<file path="src/sv/fpa_pkg.sv">
// Shared types, codes and constants for the fixed partition allocator.
`default_nettype none

package fpa_pkg;

  localparam int PARTITIONS_DEF = 5;
  localparam int SIZE_BITS_DEF  = 16;
  localparam int NUM_SIZE_REGS  = 5;

  localparam int CFG_INDEX_W = 3;
  localparam int CFG_DATA_W  = 16;

  localparam logic [CFG_INDEX_W-1:0] CFG_FIT_POLICY = 3'd0;
  localparam logic [CFG_INDEX_W-1:0] CFG_SIZE_PART0 = 3'd1;
  localparam logic [CFG_INDEX_W-1:0] CFG_SIZE_PART4 = 3'd5;
  localparam logic [CFG_INDEX_W-1:0] CFG_BUSY_MASK  = 3'd6;

  localparam logic [1:0] POLICY_FIRST  = 2'd0;
  localparam logic [1:0] POLICY_BEST   = 2'd1;
  localparam logic [1:0] POLICY_WORST  = 2'd2;
  localparam logic [1:0] POLICY_UNUSED = 2'd3;

  localparam logic CMD_ALLOC = 1'b0;
  localparam logic CMD_FREE  = 1'b1;

  localparam logic [1:0] STATUS_PLACED    = 2'd0;
  localparam logic [1:0] STATUS_WAIT      = 2'd1;
  localparam logic [1:0] STATUS_FREED     = 2'd2;
  localparam logic [1:0] STATUS_NOT_FOUND = 2'd3;

  localparam logic [31:0] SIZE_RESET [NUM_SIZE_REGS] = '{
    32'd100, 32'd500, 32'd200, 32'd300, 32'd600
  };

  typedef struct packed {
    logic        command;
    logic [7:0]  owner_tag;
    logic [15:0] request_size;
  } req_t;

  typedef struct packed {
    logic [1:0]  status;
    logic [2:0]  part_index;
    logic [15:0] part_size_before;
  } res_t;

endpackage

`default_nettype wire

</file>
<file path="src/sv/fpa_ram.sv">
// Generic single-write, single-read RAM with registered read data.
`default_nettype none

module fpa_ram #(
  parameter int WIDTH = 8,
  parameter int DEPTH = 5,
  localparam int ADDR_W = (DEPTH > 1) ? $clog2(DEPTH) : 1
) (
  input  wire logic              clk_i,
  input  wire logic              we_i,
  input  wire logic [ADDR_W-1:0] waddr_i,
  input  wire logic [WIDTH-1:0]  wdata_i,
  input  wire logic [ADDR_W-1:0] raddr_i,
  output logic      [WIDTH-1:0]  rdata_o
);

  logic [WIDTH-1:0] mem [DEPTH];

  always_ff @(posedge clk_i) begin
    if (we_i) begin
      mem[waddr_i] <= wdata_i;
    end
    rdata_o <= mem[raddr_i];
  end

endmodule

`default_nettype wire

</file>
<file path="src/sv/fixed_partition_allocator.sv">
// Fixed partition allocator: first, best or worst fit over a configured partition table.
`default_nettype none

// A request is taken when start is high and busy is low. Owners and remaining
// sizes live in two RAMs with registered read data; the request reads one
// partition per cycle and the cycle after the last read evaluates it and
// writes the chosen entry back; busy stays high from the transfer through that
// write. The result strobe shows in the cycle right after that write, together
// with busy going low, so a new start can be taken at the edge that ends the
// strobe cycle. The strobed result cannot be held off by the receiver. After
// reset a clearing pass loads the configured sizes into the RAM while busy
// stays high; a size write during that pass restarts it.
module fixed_partition_allocator #(
  parameter int PARTITIONS = fpa_pkg::PARTITIONS_DEF,
  parameter int SIZE_BITS  = fpa_pkg::SIZE_BITS_DEF
) (
  input  wire logic                             clk_i,
  input  wire logic                             rst_ni,
  input  wire logic                             start,
  output logic                                  busy,
  input  wire fpa_pkg::req_t                    item_i,
  output logic                                  result_valid_o,
  output fpa_pkg::res_t                         result_o,
  input  wire logic                             cfg_valid_i,
  output logic                                  cfg_ready_o,
  input  wire logic [fpa_pkg::CFG_INDEX_W-1:0]  cfg_index_i,
  input  wire logic [fpa_pkg::CFG_DATA_W-1:0]   cfg_wdata_i
);

  localparam int IDX_W = (PARTITIONS > 1) ? $clog2(PARTITIONS) : 1;
  localparam logic [IDX_W-1:0] LAST_IDX = IDX_W'(PARTITIONS - 1);

  localparam logic [1:0] ST_INIT  = 2'd0;
  localparam logic [1:0] ST_IDLE  = 2'd1;
  localparam logic [1:0] ST_SCAN  = 2'd2;
  localparam logic [1:0] ST_FLUSH = 2'd3;

  logic [1:0]            state_q, state_d;
  logic [IDX_W-1:0]      cnt_q, cnt_d;
  logic                  ev_vld_q;
  logic [IDX_W-1:0]      ev_idx_q;
  logic [PARTITIONS-1:0] busy_q, busy_d;
  logic [1:0]            policy_q;
  logic [SIZE_BITS-1:0]  size_q [fpa_pkg::NUM_SIZE_REGS];
  logic                  res_vld_q;
  fpa_pkg::res_t         res_q;

  logic                  cmd_q;
  logic [7:0]            tag_q;
  logic [SIZE_BITS-1:0]  req_q;
  logic                  found_q, found_d;
  logic [IDX_W-1:0]      pick_q, pick_d;
  logic [SIZE_BITS-1:0]  best_q, best_d;
  logic [SIZE_BITS-1:0]  before_q, before_d;

  logic [7:0]            own_rdata;
  logic [SIZE_BITS-1:0]  rem_rdata;
  logic [SIZE_BITS-1:0]  left;
  logic                  take;

  localparam int CFG_INDEX_W_L = fpa_pkg::CFG_INDEX_W;
  logic                  accept;
  logic                  cfg_we;
  logic                  cfg_is_size;
  logic [CFG_INDEX_W_L-1:0] cfg_part;
  logic                  cfg_part_ok;

  logic [IDX_W-1:0]      size_sel;
  logic [SIZE_BITS-1:0]  size_rd;
  logic                  ram_we;
  logic                  own_we;
  logic [IDX_W-1:0]      ram_waddr;
  logic [7:0]            own_wdata;
  logic [SIZE_BITS-1:0]  rem_wdata;

  assign busy        = (state_q != ST_IDLE);
  assign accept      = start && !busy;
  assign cfg_ready_o = 1'b1;
  assign cfg_we      = cfg_valid_i && cfg_ready_o;
  assign cfg_is_size = (cfg_index_i >= fpa_pkg::CFG_SIZE_PART0) &&
                       (cfg_index_i <= fpa_pkg::CFG_SIZE_PART4);
  assign cfg_part    = cfg_index_i - fpa_pkg::CFG_SIZE_PART0;
  assign cfg_part_ok = cfg_is_size && (32'(cfg_part) < 32'(PARTITIONS));

  // Scan evaluation: one entry per cycle, the data of each entry arrives in the cycle after its read.
  always_comb begin
    found_d  = found_q;
    pick_d   = pick_q;
    best_d   = best_q;
    before_d = before_q;
    take     = 1'b0;
    left     = rem_rdata - req_q;
    if (ev_vld_q) begin
      if (cmd_q == fpa_pkg::CMD_FREE) begin
        take = busy_q[ev_idx_q] && (own_rdata == tag_q) && !found_q;
      end else begin
        take = !busy_q[ev_idx_q] && (req_q <= rem_rdata) &&
               (policy_q != fpa_pkg::POLICY_UNUSED) &&
               (!found_q ||
                ((policy_q == fpa_pkg::POLICY_BEST) && (left < best_q)) ||
                ((policy_q == fpa_pkg::POLICY_WORST) && (left > best_q)));
      end
      if (take) begin
        found_d  = 1'b1;
        pick_d   = ev_idx_q;
        best_d   = left;
        before_d = rem_rdata;
      end
    end
  end

  assign size_sel = (state_q == ST_INIT) ? cnt_q : pick_d;
  assign size_rd  = size_q[size_sel];

  // RAM write port: clearing pass, request write-back, or size reload.
  // A size reload leaves the owner RAM alone.
  always_comb begin
    ram_we    = 1'b0;
    own_we    = 1'b0;
    ram_waddr = cnt_q;
    own_wdata = 8'd0;
    rem_wdata = size_rd;
    unique case (state_q)
      ST_INIT: begin
        ram_we = 1'b1;
        own_we = 1'b1;
      end
      ST_FLUSH: begin
        ram_we    = found_d;
        own_we    = found_d;
        ram_waddr = pick_d;
        if (cmd_q == fpa_pkg::CMD_ALLOC) begin
          own_wdata = tag_q;
          rem_wdata = before_d - req_q;
        end
      end
      ST_IDLE: begin
        ram_we    = cfg_we && cfg_part_ok;
        ram_waddr = cfg_part[IDX_W-1:0];
        rem_wdata = SIZE_BITS'(cfg_wdata_i);
      end
      default: begin
        ram_we = 1'b0;
      end
    endcase
  end

  always_comb begin
    state_d = state_q;
    cnt_d   = cnt_q;
    busy_d  = busy_q;
    unique case (state_q)
      ST_INIT: begin
        if (cfg_we && cfg_is_size) begin
          cnt_d = '0;
        end else if (cnt_q == LAST_IDX) begin
          cnt_d   = '0;
          state_d = ST_IDLE;
        end else begin
          cnt_d = cnt_q + 1'b1;
        end
      end
      ST_IDLE: begin
        if (accept) begin
          cnt_d   = '0;
          state_d = ST_SCAN;
        end
      end
      ST_SCAN: begin
        if (cnt_q == LAST_IDX) begin
          state_d = ST_FLUSH;
        end else begin
          cnt_d = cnt_q + 1'b1;
        end
      end
      ST_FLUSH: begin
        cnt_d   = '0;
        state_d = ST_IDLE;
        if (found_d) begin
          busy_d[pick_d] = (cmd_q == fpa_pkg::CMD_ALLOC);
        end
      end
      default: begin
        state_d = ST_IDLE;
      end
    endcase
    if (cfg_we && (cfg_index_i == fpa_pkg::CFG_BUSY_MASK)) begin
      busy_d = cfg_wdata_i[PARTITIONS-1:0];
    end
  end

  always_ff @(posedge clk_i or negedge rst_ni) begin
    if (!rst_ni) begin
      state_q   <= ST_INIT;
      cnt_q     <= '0;
      ev_vld_q  <= 1'b0;
      busy_q    <= '0;
      policy_q  <= fpa_pkg::POLICY_FIRST;
      res_vld_q <= 1'b0;
      found_q   <= 1'b0;
      for (int i = 0; i < fpa_pkg::NUM_SIZE_REGS; i++) begin
        size_q[i] <= SIZE_BITS'(fpa_pkg::SIZE_RESET[i]);
      end
    end else begin
      state_q   <= state_d;
      cnt_q     <= cnt_d;
      ev_vld_q  <= (state_q == ST_SCAN);
      busy_q    <= busy_d;
      res_vld_q <= (state_q == ST_FLUSH);
      found_q   <= accept ? 1'b0 : found_d;
      if (cfg_we && (cfg_index_i == fpa_pkg::CFG_FIT_POLICY)) begin
        policy_q <= cfg_wdata_i[1:0];
      end
      if (cfg_we && cfg_is_size) begin
        size_q[cfg_part] <= SIZE_BITS'(cfg_wdata_i);
      end
    end
  end

  always_ff @(posedge clk_i) begin
    ev_idx_q <= cnt_q;
    pick_q   <= pick_d;
    best_q   <= best_d;
    before_q <= before_d;
    if (accept) begin
      cmd_q <= item_i.command;
      tag_q <= item_i.owner_tag;
      req_q <= SIZE_BITS'(item_i.request_size);
    end
    if (state_q == ST_FLUSH) begin
      if (found_d) begin
        res_q.status           <= (cmd_q == fpa_pkg::CMD_ALLOC) ? fpa_pkg::STATUS_PLACED
                                                                 : fpa_pkg::STATUS_FREED;
        res_q.part_index       <= 3'(pick_d);
        res_q.part_size_before <= 16'(before_d);
      end else begin
        res_q.status           <= (cmd_q == fpa_pkg::CMD_ALLOC) ? fpa_pkg::STATUS_WAIT
                                                                 : fpa_pkg::STATUS_NOT_FOUND;
        res_q.part_index       <= 3'd0;
        res_q.part_size_before <= 16'd0;
      end
    end
  end

  assign result_valid_o = res_vld_q;
  assign result_o       = res_q;

  fpa_ram #(
    .WIDTH (8),
    .DEPTH (PARTITIONS)
  ) u_owner_ram (
    .clk_i   (clk_i),
    .we_i    (own_we),
    .waddr_i (ram_waddr),
    .wdata_i (own_wdata),
    .raddr_i (cnt_q),
    .rdata_o (own_rdata)
  );

  fpa_ram #(
    .WIDTH (SIZE_BITS),
    .DEPTH (PARTITIONS)
  ) u_remain_ram (
    .clk_i   (clk_i),
    .we_i    (ram_we),
    .waddr_i (ram_waddr),
    .wdata_i (rem_wdata),
    .raddr_i (cnt_q),
    .rdata_o (rem_rdata)
  );

endmodule

`default_nettype wire
</file>
<file path="config.mk">
export PLATFORM = sky130hd
export DESIGN_NAME = fixed_partition_allocator
export DESIGN_NICKNAME = d
export VERILOG_FILES = /design/src/sv/fpa_pkg.sv /design/src/sv/fpa_ram.sv /design/src/sv/fixed_partition_allocator.sv
export SDC_FILE = /design/constraint.sdc
export NUM_CORES = 1
export LEC_CHECK = 0
export BUFFER_PORTS_ARGS = -buffer_cell sky130_fd_sc_hd__buf_2
export CAP_MARGIN = 10
export CORE_ASPECT_RATIO = 2
export CORE_MARGIN = 2
export CORE_UTILIZATION = 55
export CTS_BUF_LIST = sky130_fd_sc_hd__clkbuf_4
export CTS_CLUSTER_DIAMETER = 40
export DETAILED_ROUTE_END_ITERATION = 16
export GPL_TIMING_DRIVEN = 1
export PLACE_DENSITY = 0.78
export SYNTH_ARGS = -nofsm -noshare
export SYNTH_HDL_FRONTEND = slang
export SYNTH_SLANG_ARGS = --single-unit
</file>
<file path="constraint.sdc">
create_clock -name clk_i -period 6.9 [get_ports clk_i]
set_input_delay 0 -clock clk_i [delete_from_list [all_inputs] [get_ports clk_i]]
set_output_delay 0 -clock clk_i [all_outputs]
set_load 0.02 [all_outputs]
</file>
==> flow_summary.ini, run 1 <==
[clock_tree]
numCtsBuffers = 72
cts_tree = built
insertion_delay_ns = 0.76
cts.sinks = 323
h-tree-depth = 3
path_clk_slew_ns = 0.08
cts_root_buf = clkbuf_4
clk_path_buf_depth = 3

[die]
row_count = 84
num_io_pins = 72
die_w_um = 119
dieArea_um2 = 28000
die_h_um = 235
start_util = 0.558
core_area_um2 = 26300

[worst_setup_path]
r2r_start = req_q[1]
crit_arrival_ns = 7.67
cp_top_family = compound AO/OA/AOI/OAI gates
cp_max_fo = 5
path_buf_inv = 2
slowest_delay_ns = 0.45
cpMostUsedCell = o21ai_2
required_ns = 7.36
rrSetupSlack_ns = -0.31
end_kind = register
r2r-end = u_remain_ram.mem[0][14]
cpMaxStageDelayCell = or4_4
worstSetupPathType = register to register
ff2ff_path_depth = 33
critical_path.startpoint_type = register

[power]
power_density_nw_per_um2 = 479
p_leak_nw = 7.58
ir_worst_vdd_uv = 222

[timing]
worst_slack_ns = -0.313
max_freq_ghz = 0.139
drv_slew = 0
fin_crit_ns = 7.21
max-slew-margin-rel = 0.251
holdWs_ns = 0.107
hold_viol = 0
post-route-period-util = 1.05
rsz0062_at_grt = yes
setup_viol = 16
fin_skew_ns = 0.0407
worst_pin_slew_ns = 1.12

[finish]
drive_above_1_share = 0.386
utilization = 0.695
fill_cells = 1775
fin_nets = 1449
area_growth_pct = 24.6

[min_path]
hold_path_end = size_q[37]
min_path_type = input port to register
hold_depth = 3
hp-start = cfg_wdata_i[5]

[run_status]
violations = negative setup slack
run_status = finished with violations

[synthesis]
yosys.cell_types.count = 75
synth_edf_count = 182
syn_inst = 1033
synth_area_um2 = 14700
syn_nets = 1140
synth_async_sr_flop_share = 0.294
synth_ff_type = edfxtp_1
yosys_register_bits = 323
seq_area_frac_synth = 0.600
synth_warnings = 0
synth.avg_cell_area_um2 = 14.2

[detailed_routing]
met2WireLength_mm = 19.9
totalWireLength_mm = 35.9
drtPass1Iterations = 5
wl_per_cell_um = 20.6
ant_nets = 0
num_vias = 10000
met1_length_mm = 12.8
viasPerCell = 5.74
drc_errors = 0
top_layer = met4
drtIter0Drc = 699
routed-wl-met3_mm = 1.70

[place]
dp.final_hpwl_mm = 22.4
gp_congestion = 0.899
portBuffers = 70

[global_routing]
grt_max_degree = 67
grt_pass1_wl_mm = 54.9
grt_usage = 0.252
grt_pass1_vias = 10700
grt_overflow = 0
antenna_found_initial = 1

[run]
maxCapViolations = 0
area by class of cell:
type / count / area [µm²] / share of cell area
clock buffers: 110 / 826 / 0.0452
flip-flops and latches: 323 / 8790 / 0.481
clock inverters: 21 / 136 / 0.00747
repair buffers: 268 / 2080 / 0.114
well taps: 344 / 430 / 0.0236
multi-input cells: 621 / 5780 / 0.317
diodes: 1 / 2.50 / 0.000137
inverters: 56 / 210 / 0.0115
cells by family after synthesis:
group,Yosys count,share of synthesized area
buffers and inverters,89,0.0266
muxes,192,0.165
xor gates and xnor gates,35,0.0209
AOI/OAI and AO/OA,164,0.0773
adders and majority gates,59,0.0514
DFF,323,0.600
other,1,0.000256
and+or+nand+nor,170,0.0587
power breakdown:
part | switching, mW | leakage, nW | total (mW) | internal (mW)
Clock | 0.753 | 0.576 | 1.56 | 0.806
Combinational | 2.11 | 3.82 | 3.99 | 1.89
Sequential | 0.292 | 3.18 | 3.21 | 2.91
Total | 3.15 | 7.58 | 8.76 | 5.60
state kept, by name, indices dropped and copies added, names as in the netlist, 2 cells and up:
| signal | flops |
|---|---|
| result_o | 21 |
| tag_q | 8 |
| u_owner_ram.mem | 40 |
| u_remain_ram.mem | 80 |
| busy_q | 5 |
| cnt_q | 3 |
| best_q | 16 |
| ev_idx_q | 3 |
| pick_q | 3 |
| size_q | 80 |
| policy_q | 2 |
| before_q | 16 |
| u_owner_ram.rdata_o | 8 |
| req_q | 16 |
| u_remain_ram.rdata_o | 16 |
| state_q | 2 |
per-layer routing:
layer | vias up | GRT usage
met3 | 121 | 0.0454
met1 | 5001 | 0.268
met5 | - | 0
met4 | 0 | 0.126
met2 | 365 | 0.471
li1 | 4515 | -
cells in the final DEF (no fill, tap or decap), types with 4 or more instances in the layout:
master,count
inv_2,5
dfxtp_1,46
a21o_1,8
ha_1,52
clkbuf_4,110
inv_1,52
o22ai_1,15
o21ai_0,26
o21a_1,19
o21ai_1,10
a21oi_2,6
nor2_1,46
mux2i_1,41
mux2_2,121
mux4_2,24
nand2b_4,4
clkinv_2,4
dfrtp_1,73
and2_1,11
nor3_1,8
nand4_1,7
dfstp_2,20
o21ai_2,7
dlygate4sd3_1,81
buf_4,114
clkinv_1,14
nand3_1,14
ha_4,4
a211o_1,15
nor2b_1,5
nand2_1,36
xnor2_1,23
xor2_1,11
buf_2,69
nand2b_1,7
edfxtp_1,182
a21oi_1,24
tightest hold or removal path, delay by kind of cell:
kind | cells | cell delay [ns]
buf+inv | 2 | 0.67
mux | 1 | 0.15
worst max-delay path by stage:
stage | startpoint | end | cells after the start
floorplan | req_q[1] | u_remain_ram.mem[0][14] | 35
global placement | req_q[1] | u_remain_ram.mem[2][14] | 33
detailed placement | req_q[1] | u_remain_ram.mem[3][15] | 32
CTS | req_q[1] | u_remain_ram.mem[4][12] | 33
global route | req_q[0] | u_remain_ram.mem[0][14] | 34
finish | req_q[1] | u_remain_ram.mem[0][14] | 33
repair_timing:
item	4_1_cts	5_1_grt
hold buffers	82	0
endpoints found under the setup margin	40	60
endpoints found under the hold margin	302	0
buffers inserted	36	9
gates resized for setup	31	27
pin swaps	43	32
cells in the mapped netlist, types with 13 or more instances:
master    count  area share
nor2_1       48       0.012
o21ai_0      41       0.014
dfstp_2      20       0.036
clkbuf_1     18      0.0046
dfxtp_1      46       0.063
edfxtp_1    182        0.37
ha_1         57       0.049
mux4_2       24       0.037
inv_1        54       0.014
dfrtp_1      75        0.13
nand3_1      15      0.0051
nor3_1       13      0.0044
mux2i_1      42       0.029
o21a_1       19      0.0097
a211o_1      15      0.0090
mux2_2      122       0.094
a21oi_1      30       0.010
o22ai_1      15      0.0064
nand2_1      37      0.0095
xnor2_1      24       0.014
stage by stage:
stage | power (mW) | instance area (µm²) | TNS, ns | instances | setup WS, ns
floorplan | 5.49 | 14700 | 0 | 1033 | 0.00211
global placement | 6.45 | 15900 | -7.47 | 1487 | -0.328
detailed placement | 6.59 | 15900 | -12.81 | 1487 | -0.498
CTS | 8.48 | 18100 | -2.79 | 1735 | -0.228
global route | 9.22 | 18300 | -14.28 | 1744 | -0.605
finish | 8.76 | 18300 | -3.32 | 1744 | -0.313
Note: power is estimated with default switching activity, not from simulation.
==> run 2, diff against run 1 <==
--- a/config.mk
+++ b/config.mk
@@ -5,6 +5,7 @@
 export SDC_FILE = /design/constraint.sdc
 export NUM_CORES = 1
 export LEC_CHECK = 0
+export ABC_AREA = 1
 export BUFFER_PORTS_ARGS = -buffer_cell sky130_fd_sc_hd__buf_2
 export CAP_MARGIN = 10
 export CORE_ASPECT_RATIO = 2
@@ -14,7 +15,7 @@
 export CTS_CLUSTER_DIAMETER = 40
 export DETAILED_ROUTE_END_ITERATION = 16
 export GPL_TIMING_DRIVEN = 1
-export PLACE_DENSITY = 0.78
+export PLACE_DENSITY = 0.77
 export SYNTH_ARGS = -nofsm -noshare
 export SYNTH_HDL_FRONTEND = slang
 export SYNTH_SLANG_ARGS = --single-unit
==> run 2 against run 1 <==
Against the previous run:
- the run now ends clean
- sequential power about the same
- count of clock-buffer cells in the layout unchanged
- flip-flop and latch count unchanged
- via count increased by 22%
- power increased by 1.3%
- non-clock buffer count decreased by 86
- first-iteration DRC count increased by 40%
- utilization decreased by 3.6 points
- die area increased by 2.5%
- synthesized cell count increased by 53%
- clock skew increased by 0.024 ns
- critical path type unchanged
==> flow_summary.ini, run 2 <==
[place]
portBuffers = 70
place_area_um2 = 15800
dp.final_hpwl_mm = 27.6
gp_congestion = 1.00
dp.cells = 1961

[detailed_routing]
wl_per_cell_um = 18.7
drtPass1Iterations = 8
totalWireLength_mm = 40.7
viasPerCell = 5.62
num_vias = 12200
ant_nets = 0
drc_errors = 0
drtIter0Drc = 979

[worst_setup_path]
slowest_delay_ns = 0.40
r2r_start = req_q[4]
cp_max_fo = 8
r2r-end = u_remain_ram.mem[3][14]
crit_arrival_ns = 6.98
rrSetupSlack_ns = 0.41
ff2ff_path_depth = 45
required_ns = 7.38
end_kind = register
cpMostUsedCell = nand2_1
critical_path.startpoint_type = register
cpMaxStageDelayCell = fa_1
worstSetupPathType = register to register

[die]
num_io_pins = 72
row_count = 85
start_util = 0.559
core_area_um2 = 26900
dieArea_um2 = 28800
die_w_um = 121
die_h_um = 238

[synthesis]
synth_warnings = 0
syn_inst = 1577
synth_ff_type = edfxtp_1
yosysMostFrequentCell = nand2_1
synth_area_um2 = 15000
synthTopCellsByArea = edfxtp_1 36%, dfrtp_1 12%, nand2_1 7.2%
synth_edf_count = 182
synth.avg_cell_area_um2 = 9.54
yosys_register_bits = 323
seq_area_frac_synth = 0.584
yosys.cell_types.count = 49
synth_common_cells = 290 x nand2_1, 195 x nor2_1, 182 x edfxtp_1, 167 x o21ai_0, 152 x inv_1
yosysTopAreaCell = edfxtp_1
synth_top_area_frac = 0.363
syn_nets = 1684
synth_async_sr_flop_share = 0.294

[min_path]
hp-start = cfg_wdata_i[9]
hold_path_end = size_q[9]
hold_depth = 4
min_path_type = input port to register

[timing]
max_freq_ghz = 0.154
worst_pin_slew_ns = 1.01
setup_tns_ns = 0
fin_crit_ns = 6.49
hold_viol = 0
drv_slew = 0
rsz0062_at_grt = yes
fin_skew_ns = 0.0651
setup_viol = 0
max-slew-margin-rel = 0.318
post-route-period-util = 0.941

[power]
power_density_nw_per_um2 = 500
cellInternalPower_mw = 5.12
p_leak_nw = 7.76
power_frac_clock = 0.187
combPwrFrac = 0.452
p_sw_mw = 3.75
p_sw_frac = 0.423
ir_worst_vdd_uv = 248
seqPwrFrac = 0.361

[clock_tree]
cts.sinks = 323
h-tree-depth = 3
cts_tree = built
numCtsBuffers = 74
insertion_delay_ns = 0.78
clk_path_buf_depth = 3
path_clk_slew_ns = 0.08
cts_root_buf = clkbuf_4

[global_routing]
grt_max_degree = 70
grt_usage = 0.285
grt_overflow = 0
antenna_found_initial = 1
grt_pass1_vias = 12100
grt_pass1_wl_mm = 62.2

[finish]
final_area_um2 = 17700
final_cells = 2177
drive_above_1_share = 0.166
fin_nets = 1874
reg_top3 = size_q x80, u_remain_ram.mem x80, u_owner_ram.mem x40
final_cell_mix = 290 x nand2_1, 193 x nor2_1, 182 x edfxtp_1
final_common_cell = nand2_1
area_growth_pct = 17.9
utilization = 0.659

[run]
maxCapViolations = 0

[run_status]
run_status = finished clean
## run 2: worst max-delay path: cells and delay by family (launching register included)
family | cells | cell delay [ns]
AO/OA/AOI/OAI | 12 | 1.62
buffers and inverters | 4 | 0.38
flip-flops | 1 | 0.35
AND/OR/NAND/NOR | 23 | 2.28
adder cells (fa/ha/maj) | 4 | 1.18
XOR/XNOR | 2 | 0.38
## run 2: final cells by class
| type | count | area [µm²] |
|---|---|---|
| tap | 348 | 435 |
| timing repair buffer | 182 | 1410 |
| clock inverter | 27 | 219 |
| sequential | 323 | 8790 |
| inverter | 158 | 597 |
| multi-input combinational | 1028 | 5450 |
| clock buffer | 110 | 826 |
| antenna | 1 | 2.50 |
| fill | 2083 | 9180 |
## run 2: routing by layer
metal  wire, µm  part of all wire  GRT usage
met2      21800              0.53      0.515
met1      13500              0.33      0.288
met3       2640             0.065     0.0581
met5          0                 0          0
met4       2780             0.068      0.195
## run 2: worst max path at each step
stage,start,to,slack [ns],depth (start not counted)
2_1_floorplan,req_q[1],u_remain_ram.mem[0][11],0.48,44
3_3_place_gp,req_q[1],u_remain_ram.mem[0][11],0.35,44
3_5_place_dp,req_q[1],u_remain_ram.mem[1][11],0.1,44
4_1_cts,req_q[1],u_remain_ram.mem[1][11],0.13,44
5_1_grt,req_q[2],u_remain_ram.mem[3][11],-0.10,44
6_report,req_q[4],u_remain_ram.mem[3][14],0.41,45
## run 2: metrics by stage
step | hold WS, ns | setup WS [ns] | power (mW)
3_5_place_dp | -0.0645 | 0.0994 | 7.01
5_1_grt | 0.183 | -0.100 | 9.43
2_1_floorplan | -0.296 | 0.475 | 5.82
4_1_cts | 0.116 | 0.132 | 8.71
3_3_place_gp | -0.0668 | 0.349 | 6.88
6_report | 0.161 | 0.406 | 8.87
## run 2: cells by family (layout without fill, tap and decap cells)
logic type / count (synthesis) / count (layout) / synth area share
compound gates: 284 / 284 / 0.105
xor+xnor: 28 / 28 / 0.0163
fa+ha+maj: 59 / 59 / 0.0501
buf+inv: 226 / 477 / 0.0598
flops: 323 / 323 / 0.584
other cells: 1 / 2 / 0.000249
simple gates: 656 / 656 / 0.184
## run 2: what timing repair did
action	in CTS	in global routing
endpoints found under the setup margin	0	50
hold buffers	74	0
hold endpoints to repair	267	0
buffers inserted	0	4
resized for setup	0	27
## run 2: power by group through the flow
stage	combinational (mW)	sequential [mW]	clock (mW)
6_report	4.01	3.21	1.66
5_1_grt	4.40	3.25	1.78
4_1_cts	3.83	3.19	1.68
3_5_place_dp	3.78	3.23	0
3_3_place_gp	3.67	3.21	0
2_1_floorplan	2.62	3.20	0
